`src/csfg_pkg.sv`:
```
// Package for the composite sync filler generator.
// Widths, timing constants, register indexes and shared types; no dependencies.
package csfg_pkg;

  localparam int unsigned FracW    = 32;
  localparam int unsigned HalfW    = 11;
  localparam int unsigned CursorW  = HalfW + FracW;
  localparam int unsigned StepW    = 24;
  localparam int unsigned CountW   = 16;
  localparam int unsigned LevelW   = 8;
  localparam int unsigned LoadW    = 33;
  localparam int unsigned CfgIdxW  = 3;
  localparam int unsigned CfgDataW = 32;

  // half-line counts
  localparam logic [HalfW-1:0] NtscField = 11'd525;
  localparam logic [HalfW-1:0] PalField  = 11'd625;
  localparam logic [HalfW-1:0] NtscFrame = 11'd1050;
  localparam logic [HalfW-1:0] PalFrame  = 11'd1250;
  localparam logic [HalfW-1:0] NtscEq    = 11'd6;
  localparam logic [HalfW-1:0] PalEq     = 11'd5;

  localparam logic [LevelW-1:0] LevelBlack = 8'd19;
  localparam logic [LevelW-1:0] LevelSync  = 8'd0;

  localparam logic [StepW-1:0]  StepReset   = 24'd8388608;
  localparam logic [CountW-1:0] BlkLenReset = 16'd1024;

  typedef enum logic {
    OpEmit = 1'b0,
    OpLoad = 1'b1
  } op_e;

  typedef enum logic [CfgIdxW-1:0] {
    CfgStandard   = 3'd0,
    CfgStep       = 3'd1,
    CfgEqWidth    = 3'd2,
    CfgBroadWidth = 3'd3,
    CfgHsyncWidth = 3'd4,
    CfgBlockLen   = 3'd5
  } cfg_idx_e;

  typedef struct packed {
    logic [FracW-1:0] equalizing;
    logic [FracW-1:0] broad;
    logic [FracW-1:0] hsync;
  } pulse_widths_t;

endpackage

```
`src/csfg_if.sv`:
```
// Valid/ready channel interfaces for the composite sync filler generator.
// Depends on csfg_pkg.
interface csfg_in_if import csfg_pkg::*; ();
  logic             valid;
  logic             ready;
  logic             op;
  logic [LoadW-1:0] load_position;

  modport source (output valid, output op, output load_position, input ready);
  modport sink   (input valid, input op, input load_position, output ready);
endinterface

interface csfg_out_if import csfg_pkg::*; ();
  logic              valid;
  logic              ready;
  logic [LevelW-1:0] video_level;
  logic              block_end;

  modport source (output valid, output video_level, output block_end, input ready);
  modport sink   (input valid, input video_level, input block_end, output ready);
endinterface

```
`src/csfg_level.sv`:
```
// Sync decode: picks the pulse width for a half-line and compares the fraction.
// Depends on csfg_pkg.
module csfg_level import csfg_pkg::*; (
  input  logic             ntsc_i,
  input  logic [HalfW-1:0] half_i,
  input  logic [FracW-1:0] frac_i,
  input  pulse_widths_t    widths_i,
  output logic             sync_o
);

  logic [HalfW-1:0] field;
  logic [HalfW-1:0] eq1;
  logic [HalfW-1:0] eq2;
  logic [HalfW-1:0] eq3;
  logic [HalfW-1:0] local1;
  logic [HalfW-1:0] local2;
  logic [FracW-1:0] width;

  always_comb begin
    field = ntsc_i ? NtscField : PalField;
    eq1   = ntsc_i ? NtscEq : PalEq;
    eq2   = eq1 << 1;
    eq3   = eq2 + eq1;
    // cursor stays below 1250 half-lines, so two conditional subtracts reduce it
    local1 = (half_i >= field) ? half_i - field : half_i;
    local2 = (local1 >= field) ? local1 - field : local1;

    if (local2 < eq1 || (local2 >= eq2 && local2 < eq3)) begin
      width = widths_i.equalizing;
    end else if (local2 < eq2) begin
      width = widths_i.broad;
    end else if (!half_i[0]) begin
      width = widths_i.hsync;
    end else begin
      width = '0;
    end
    sync_o = frac_i < width;
  end

endmodule

```
`src/composite_sync_filler_generator.sv`:
```
// Composite sync filler generator: black-level PAL/NTSC video with sync pulses.
// Depends on csfg_pkg, csfg_in_if / csfg_out_if and csfg_level.
//
// Usage:
//   in_i carries items: op = emit produces one sample, op = load sets the
//   frame cursor to load_position (half-line index above bit 31, Q32
//   fraction below) and produces nothing.
//   out_o carries samples: video_level (0 sync tip, 19 black) and block_end,
//   set on the last sample of every block_length samples (0 acts as 1).
//   The config port (cfg_we_i, cfg_index_i, cfg_data_i) writes one register
//   per cycle; write it only while the block is idle.
// Timing:
//   One item per clock while out_o is not stalled. A sample appears on out_o
//   the cycle after its emit transfer, set by the single output register that
//   follows the sync decode of the current 43-bit cursor.
// Reset:
//   rst_ni clears the cursor, the block count and the output valid, and
//   loads register defaults (PAL, step 1/512 half-line, block length 1024).
// Stall:
//   While out_o holds a sample that is not taken, in_i.ready is low; the
//   sample and all state hold. in_i.ready is high whenever the output
//   register is empty or being drained in that cycle.
module composite_sync_filler_generator import csfg_pkg::*; (
  input  logic                clk_i,
  input  logic                rst_ni,
  input  logic                cfg_we_i,
  input  logic [CfgIdxW-1:0]  cfg_index_i,
  input  logic [CfgDataW-1:0] cfg_data_i,
  csfg_in_if.sink             in_i,
  csfg_out_if.source          out_o
);

  // configuration registers
  logic               ntsc_q;
  logic [StepW-1:0]   step_q;
  pulse_widths_t      widths_q;
  logic [CountW-1:0]  blk_len_q;

  // state
  logic [CursorW-1:0] cursor_q, cursor_d;
  logic [CountW-1:0]  count_q, count_d;

  // output register
  logic               out_valid_q, out_valid_d;
  logic [LevelW-1:0]  level_q, level_d;
  logic               blk_end_q, blk_end_d;

  logic               in_xfer;
  logic               emit;
  logic               sync;
  logic [CursorW-1:0] frame;
  logic [CursorW-1:0] sum;
  logic [CountW-1:0]  len;
  logic [CountW:0]    cnt_inc;
  logic               last;

  // ---------------------------------------------------------------------------
  // Config writes
  // ---------------------------------------------------------------------------
  always_ff @(posedge clk_i or negedge rst_ni) begin
    if (!rst_ni) begin
      ntsc_q    <= 1'b0;
      step_q    <= StepReset;
      widths_q  <= '0;
      blk_len_q <= BlkLenReset;
    end else if (cfg_we_i) begin
      case (cfg_idx_e'(cfg_index_i))
        CfgStandard:   ntsc_q            <= cfg_data_i[0];
        CfgStep:       step_q            <= cfg_data_i[StepW-1:0];
        CfgEqWidth:    widths_q.equalizing <= cfg_data_i[FracW-1:0];
        CfgBroadWidth: widths_q.broad    <= cfg_data_i[FracW-1:0];
        CfgHsyncWidth: widths_q.hsync    <= cfg_data_i[FracW-1:0];
        CfgBlockLen:   blk_len_q         <= cfg_data_i[CountW-1:0];
        default: ;
      endcase
    end
  end

  // ---------------------------------------------------------------------------
  // Handshake
  // ---------------------------------------------------------------------------
  assign in_i.ready = !out_valid_q || out_o.ready;
  assign in_xfer    = in_i.valid && in_i.ready;
  assign emit       = in_xfer && (op_e'(in_i.op) == OpEmit);

  // ---------------------------------------------------------------------------
  // Sync decode from the current cursor
  // ---------------------------------------------------------------------------
  csfg_level u_level (
    .ntsc_i   (ntsc_q),
    .half_i   (cursor_q[CursorW-1:FracW]),
    .frac_i   (cursor_q[FracW-1:0]),
    .widths_i (widths_q),
    .sync_o   (sync)
  );

  // ---------------------------------------------------------------------------
  // Cursor advance and wrap. A loaded value is below two half-lines, so it
  // never needs reducing. After a standard change the cursor can sit past
  // the new frame; one subtract after the next advance brings it back.
  // ---------------------------------------------------------------------------
  always_comb begin
    frame = {(ntsc_q ? NtscFrame : PalFrame), {FracW{1'b0}}};
    sum   = cursor_q + {{(CursorW-StepW){1'b0}}, step_q};

    cursor_d = cursor_q;
    if (in_xfer) begin
      if (op_e'(in_i.op) == OpLoad) begin
        cursor_d = {{(CursorW-LoadW){1'b0}}, in_i.load_position};
      end else begin
        cursor_d = (sum >= frame) ? sum - frame : sum;
      end
    end
  end

  // ---------------------------------------------------------------------------
  // Block counter; a lowered block length ends the block at once
  // ---------------------------------------------------------------------------
  always_comb begin
    len     = (blk_len_q == '0) ? CountW'(1) : blk_len_q;
    cnt_inc = {1'b0, count_q} + (CountW+1)'(1);
    last    = cnt_inc >= {1'b0, len};
    count_d = count_q;
    if (emit) begin
      count_d = last ? '0 : cnt_inc[CountW-1:0];
    end
  end

  // ---------------------------------------------------------------------------
  // Output register
  // ---------------------------------------------------------------------------
  always_comb begin
    out_valid_d = out_valid_q;
    level_d     = level_q;
    blk_end_d   = blk_end_q;
    if (emit) begin
      out_valid_d = 1'b1;
      level_d     = sync ? LevelSync : LevelBlack;
      blk_end_d   = last;
    end else if (out_o.ready) begin
      out_valid_d = 1'b0;
    end
  end

  always_ff @(posedge clk_i or negedge rst_ni) begin
    if (!rst_ni) begin
      cursor_q    <= '0;
      count_q     <= '0;
      out_valid_q <= 1'b0;
    end else begin
      cursor_q    <= cursor_d;
      count_q     <= count_d;
      out_valid_q <= out_valid_d;
    end
  end

  always_ff @(posedge clk_i) begin
    level_q   <= level_d;
    blk_end_q <= blk_end_d;
  end

  assign out_o.valid       = out_valid_q;
  assign out_o.video_level = level_q;
  assign out_o.block_end   = blk_end_q;

  // ---------------------------------------------------------------------------
  // Assertions
  // ---------------------------------------------------------------------------
  a_cursor_in_frame: assert property (@(posedge clk_i) disable iff (!rst_ni)
    cursor_q[CursorW-1:FracW] < PalFrame)
    else $error("frame cursor past the largest frame");

  a_valid_from_emit: assert property (@(posedge clk_i) disable iff (!rst_ni)
    $rose(out_valid_q) |-> $past(emit))
    else $error("sample shown without an emit transfer");

  a_load_keeps_count: assert property (@(posedge clk_i) disable iff (!rst_ni)
    (in_xfer && op_e'(in_i.op) == OpLoad) |=> $stable(count_q))
    else $error("cursor load moved the block count");

  a_level_codes: assert property (@(posedge clk_i) disable iff (!rst_ni)
    out_valid_q |-> (level_q == LevelSync || level_q == LevelBlack))
    else $error("sample level is neither sync nor black");

endmodule

```
`src/flat_wrapper.sv`:
```
// flat-port wrapper written by rule: the top's interface ports become plain ports
module composite_sync_filler_generator_flat import csfg_pkg::*;
  (clk_i, rst_ni, cfg_we_i, cfg_index_i, cfg_data_i, in_i_valid, in_i_op, in_i_load_position, in_i_ready, out_o_valid, out_o_video_level, out_o_block_end, out_o_ready);
  csfg_in_if in_i_i ();
  csfg_out_if out_o_i ();
  input  logic clk_i;
  input  logic rst_ni;
  input  logic cfg_we_i;
  input  logic [CfgIdxW-1:0] cfg_index_i;
  input  logic [CfgDataW-1:0] cfg_data_i;
  input wire logic [$bits(in_i_i.valid)-1:0] in_i_valid;
  input wire logic [$bits(in_i_i.op)-1:0] in_i_op;
  input wire logic [$bits(in_i_i.load_position)-1:0] in_i_load_position;
  output wire logic [$bits(in_i_i.ready)-1:0] in_i_ready;
  output wire logic [$bits(out_o_i.valid)-1:0] out_o_valid;
  output wire logic [$bits(out_o_i.video_level)-1:0] out_o_video_level;
  output wire logic [$bits(out_o_i.block_end)-1:0] out_o_block_end;
  input wire logic [$bits(out_o_i.ready)-1:0] out_o_ready;
  assign in_i_i.valid = in_i_valid;
  assign in_i_i.op = in_i_op;
  assign in_i_i.load_position = in_i_load_position;
  assign in_i_ready = in_i_i.ready;
  assign out_o_valid = out_o_i.valid;
  assign out_o_video_level = out_o_i.video_level;
  assign out_o_block_end = out_o_i.block_end;
  assign out_o_i.ready = out_o_ready;
  composite_sync_filler_generator u_core (.clk_i(clk_i), .rst_ni(rst_ni), .cfg_we_i(cfg_we_i), .cfg_index_i(cfg_index_i), .cfg_data_i(cfg_data_i), .in_i(in_i_i), .out_o(out_o_i));
endmodule
```
`config.mk`:
```
export PLATFORM = sky130hd
export DESIGN_NAME = composite_sync_filler_generator_flat
export DESIGN_NICKNAME = d
export VERILOG_FILES = /design/src/csfg_pkg.sv /design/src/csfg_if.sv /design/src/csfg_level.sv /design/src/composite_sync_filler_generator.sv /design/src/flat_wrapper.sv
export SDC_FILE = /design/constraint.sdc
export NUM_CORES = 1
export LEC_CHECK = 0
export ABC_CLOCK_PERIOD_IN_PS = 18400
export BUFFER_PORTS_ARGS = -buffer_cell sky130_fd_sc_hd__buf_2
export CAP_MARGIN = 20
export CELL_PAD_IN_SITES_DETAIL_PLACEMENT = 1
export CELL_PAD_IN_SITES_GLOBAL_PLACEMENT = 1
export CORE_UTILIZATION = 52
export CTS_CLUSTER_SIZE = 20
export DETAILED_ROUTE_END_ITERATION = 8
export PLACE_DENSITY_LB_ADDON = 0.15
export SLEW_MARGIN = 20
export SYNTH_ARGS = -nofsm -noshare
export SYNTH_HDL_FRONTEND = slang
export SYNTH_HIERARCHICAL = 1
export SYNTH_SLANG_ARGS = --single-unit
```
`constraint.sdc`:
```
create_clock -name clk_i -period 18.4 [get_ports clk_i]
set_input_delay 3.68 -clock clk_i [delete_from_list [all_inputs] [get_ports clk_i]]
set_output_delay 3.68 -clock clk_i [all_outputs]
set_load 0.1 [all_outputs]
```
==> flow_summary.json <==
{
  "ys_ff_latch": 199,
  "r2r_setup_slack_ps": 8380,
  "detail-route-antenna-nets": 0,
  "cp_data_arrival_time_ps": 10230,
  "routedWlPerCell_um": 22.72,
  "setup_viol": 0,
  "postCtsSetupBuffers": 0,
  "cpMostUsedCell": "ha_1",
  "grt_pass1_wl_mm": 71.57,
  "avgSynthCellArea_sq_um": 9.261,
  "ys_top_cells_by_area": "dfrtp_1, mux2_2, ha_1",
  "drc": 0,
  "clk_latency_ps": 460,
  "antenna_found_initial": 0,
  "cp_max_fo": 33,
  "syn_to_final_growth_pct": 8.559,
  "io_buffers": 79,
  "clock-sinks": 199,
  "slew_violations": 0,
  "seq_area_frac_synth_pct": 34.85,
  "wl_mm": 44.02,
  "cts_tree": "done",
  "p_leak_nw": 7.040,
  "grtUsageMet1_pct": 44.36,
  "hp-start": "u_core/widths_q[0]$_DFFE_PN0P_",
  "synth_flop_cell": "dfrtp_1",
  "async_reset_ff_share_pct": 98.99,
  "io_pins": 85,
  "cp-end-kind": "flip-flop",
  "yosysWarnings": 6,
  "finalHoldViolCount": 0,
  "period_share_pct": 54.48,
  "syn-cell-area_sq_um": 14330,
  "ir_worst_vdd_mv": 0.07615,
  "crit_buf_inv": 4,
  "via_count": 12460,
  "final_layout_size_suffix_gt1_share_pct": 19.99,
  "design.core.area_sq_um": 27030,
  "regToRegStartpoint": "u_core/ntsc_q$_DFFE_PN0P_",
  "clock.fmax_mhz": 99.76,
  "hold_class": "reg2reg",
  "critPathSlowestCell": "dfrtp_1",
  "maxCapViolations": 0,
  "fin_nets": 1756,
  "grt_pass1_vias": 12970,
  "fillers": 3151,
  "cp-start-kind": "flip-flop",
  "clockRootBuffer": "clkbuf_16",
  "holdBufCountCts": 0,
  "cp_top_family": "compound AO/OA/AOI/OAI gates",
  "drt_pass1_iterations": 5,
  "row_count": 60,
  "cts_buffers": 17,
  "fin_crit_ps": 10020,
  "dieArea_sq_um": 28220,
  "synth_enable_flop_cells": 2,
  "h-tree-depth": 4,
  "initialDrtViolationCount": 788,
  "fin_skew_ps": 25.90,
  "max_stage_delay_ps": 740,
  "viasPerCell": 6.431,
  "place_hpwl_mm": 32.41,
  "worstMarginPinSlew_ps": 990.0,
  "grt_max_degree": 75,
  "maxSlewHeadroom_pct": 34.00,
  "min_path_cells": 1,
  "die_h_um": 168.0,
  "gp_congestion": 0.8994,
  "die_w_um": 168.0,
  "grt.total_usage_pct": 32.45,
  "synth_top_area_share_pct": 34.06,
  "power_density_nw_per_um2": 121.3,
  "min_to": "u_core/widths_q[0]$_DFFE_PN0P_",
  "cp.required_ps": 18610,
  "status": "complete, no violations",
  "rsz0062_at_grt": "false",
  "use_met3_pct": 3.808,
  "grt_overflow_total": 0,
  "crit_start": "u_core/ntsc_q$_DFFE_PN0P_",
  "fin_util_pct": 57.55,
  "regToRegEndpoint": "u_core/out_o.video_level[1]$_DFFE_PP_",
  "synthTopCellsByCount": "dfrtp_1, nand2_1, mux2_2",
  "yosysUniqueCellTypes": 92,
  "grt-busiest-layer": "met2",
  "cts.clk_slew.worst_paths_ps": 80,
  "clk_path_buf_depth": 2,
  "synth_cells": 1547,
  "synth_area_leader_cell": "dfrtp_1",
  "use_met2_pct": 54.66,
  "fin_tns_setup_ps": 0,
  "path_class": "reg2reg",
  "reg2reg_depth": 37,
  "antenna_cells": 0,
  "post_cts_resized": 0,
  "initial_utilization_pct": 53.01
}
==> report_power, final <==
group	switching, mW	internal [mW]
Clock	0.201	0.189
Sequential	0.102	0.536
Combinational	0.518	0.340
==> per-stage QoR <==
stage	setup slack, ps	area [sq um]	total power, mW	hold WS, ps	std cells
2_1_floorplan	10010	14340	1.233	472.7	1551
3_3_place_gp	8999	14920	1.438	482.4	1904
3_5_place_dp	8668	14920	1.478	490.9	1904
4_1_cts	8476	15530	1.882	507.1	1936
5_1_grt	7697	15550	2.005	521.9	1937
6_report	8375	15550	1.887	505.3	1937
==> area by class of cell <==
type | count | area (sq um) | share of cell area (%)
repair buffers | 97 | 543.0 | 3.492
multi-input cells | 1225 | 8817 | 56.69
flip-flops and latches | 199 | 4992 | 32.10
inverters | 43 | 161.4 | 1.038
clock inverters | 14 | 172.7 | 1.110
clock buffers | 18 | 439.2 | 2.824
well taps | 341 | 426.7 | 2.743
==> registers in the layout (all words and copies together), names as in the netlist, 16 cells and up <==
signal	count
u_core/count_q	16
u_core/step_q	24
u_core/cursor_q	43
u_core/blk_len_q	16
u_core/widths_q	96
==> per-layer routing <==
layer	part of all wire [%]	vias up	routed length (um)
met5	0	-	0
met4	1.5	0	651
met3	4.0	43	1761
met2	49	285	21530
met1	46	6352	20080
li1	-	5777	-
==> cell families after synthesis <==
group	share of synthesized area, %
flops	34.85
buf+inv	3.878
mux	12.66
compound gates	20.30
simple gates	16.35
fa+ha+maj	8.699
xor+xnor	3.240
other cells	0.02618
==> placed cells by master, fill, tap and decap left out, types with 9 or more instances in the layout <==
master,n
nor3_1,28
o21ai_1,13
o21ai_0,114
o22ai_1,11
nor2_1,76
and2_1,9
nand2_1,194
buf_2,78
buf_4,17
a21oi_1,86
xnor2_1,25
a21o_1,34
nand3_1,30
xor2_1,28
inv_1,41
o211ai_1,23
nand4_1,23
dfrtp_1,195
nand2b_1,14
clkbuf_16,17
or3_1,10
ha_1,98
mux2i_1,17
and3_1,21
mux2_2,145
o221ai_1,34
nor2b_1,18
o21a_1,13
==> worst max path at each step <==
stage                                            endpoint  slack, ps  cells after the start
finish              u_core/out_o.video_level[1]$_DFFE_PP_       8380                     37
floorplan                                      in_i_ready      10010                      2
global route        u_core/out_o.video_level[1]$_DFFE_PP_       7700                     37
CTS                 u_core/out_o.video_level[1]$_DFFE_PP_       8480                     37
detailed placement  u_core/out_o.video_level[1]$_DFFE_PP_       8670                     37
global placement    u_core/out_o.video_level[1]$_DFFE_PP_       9000                     37
Note: power is estimated with default switching activity, not from simulation.
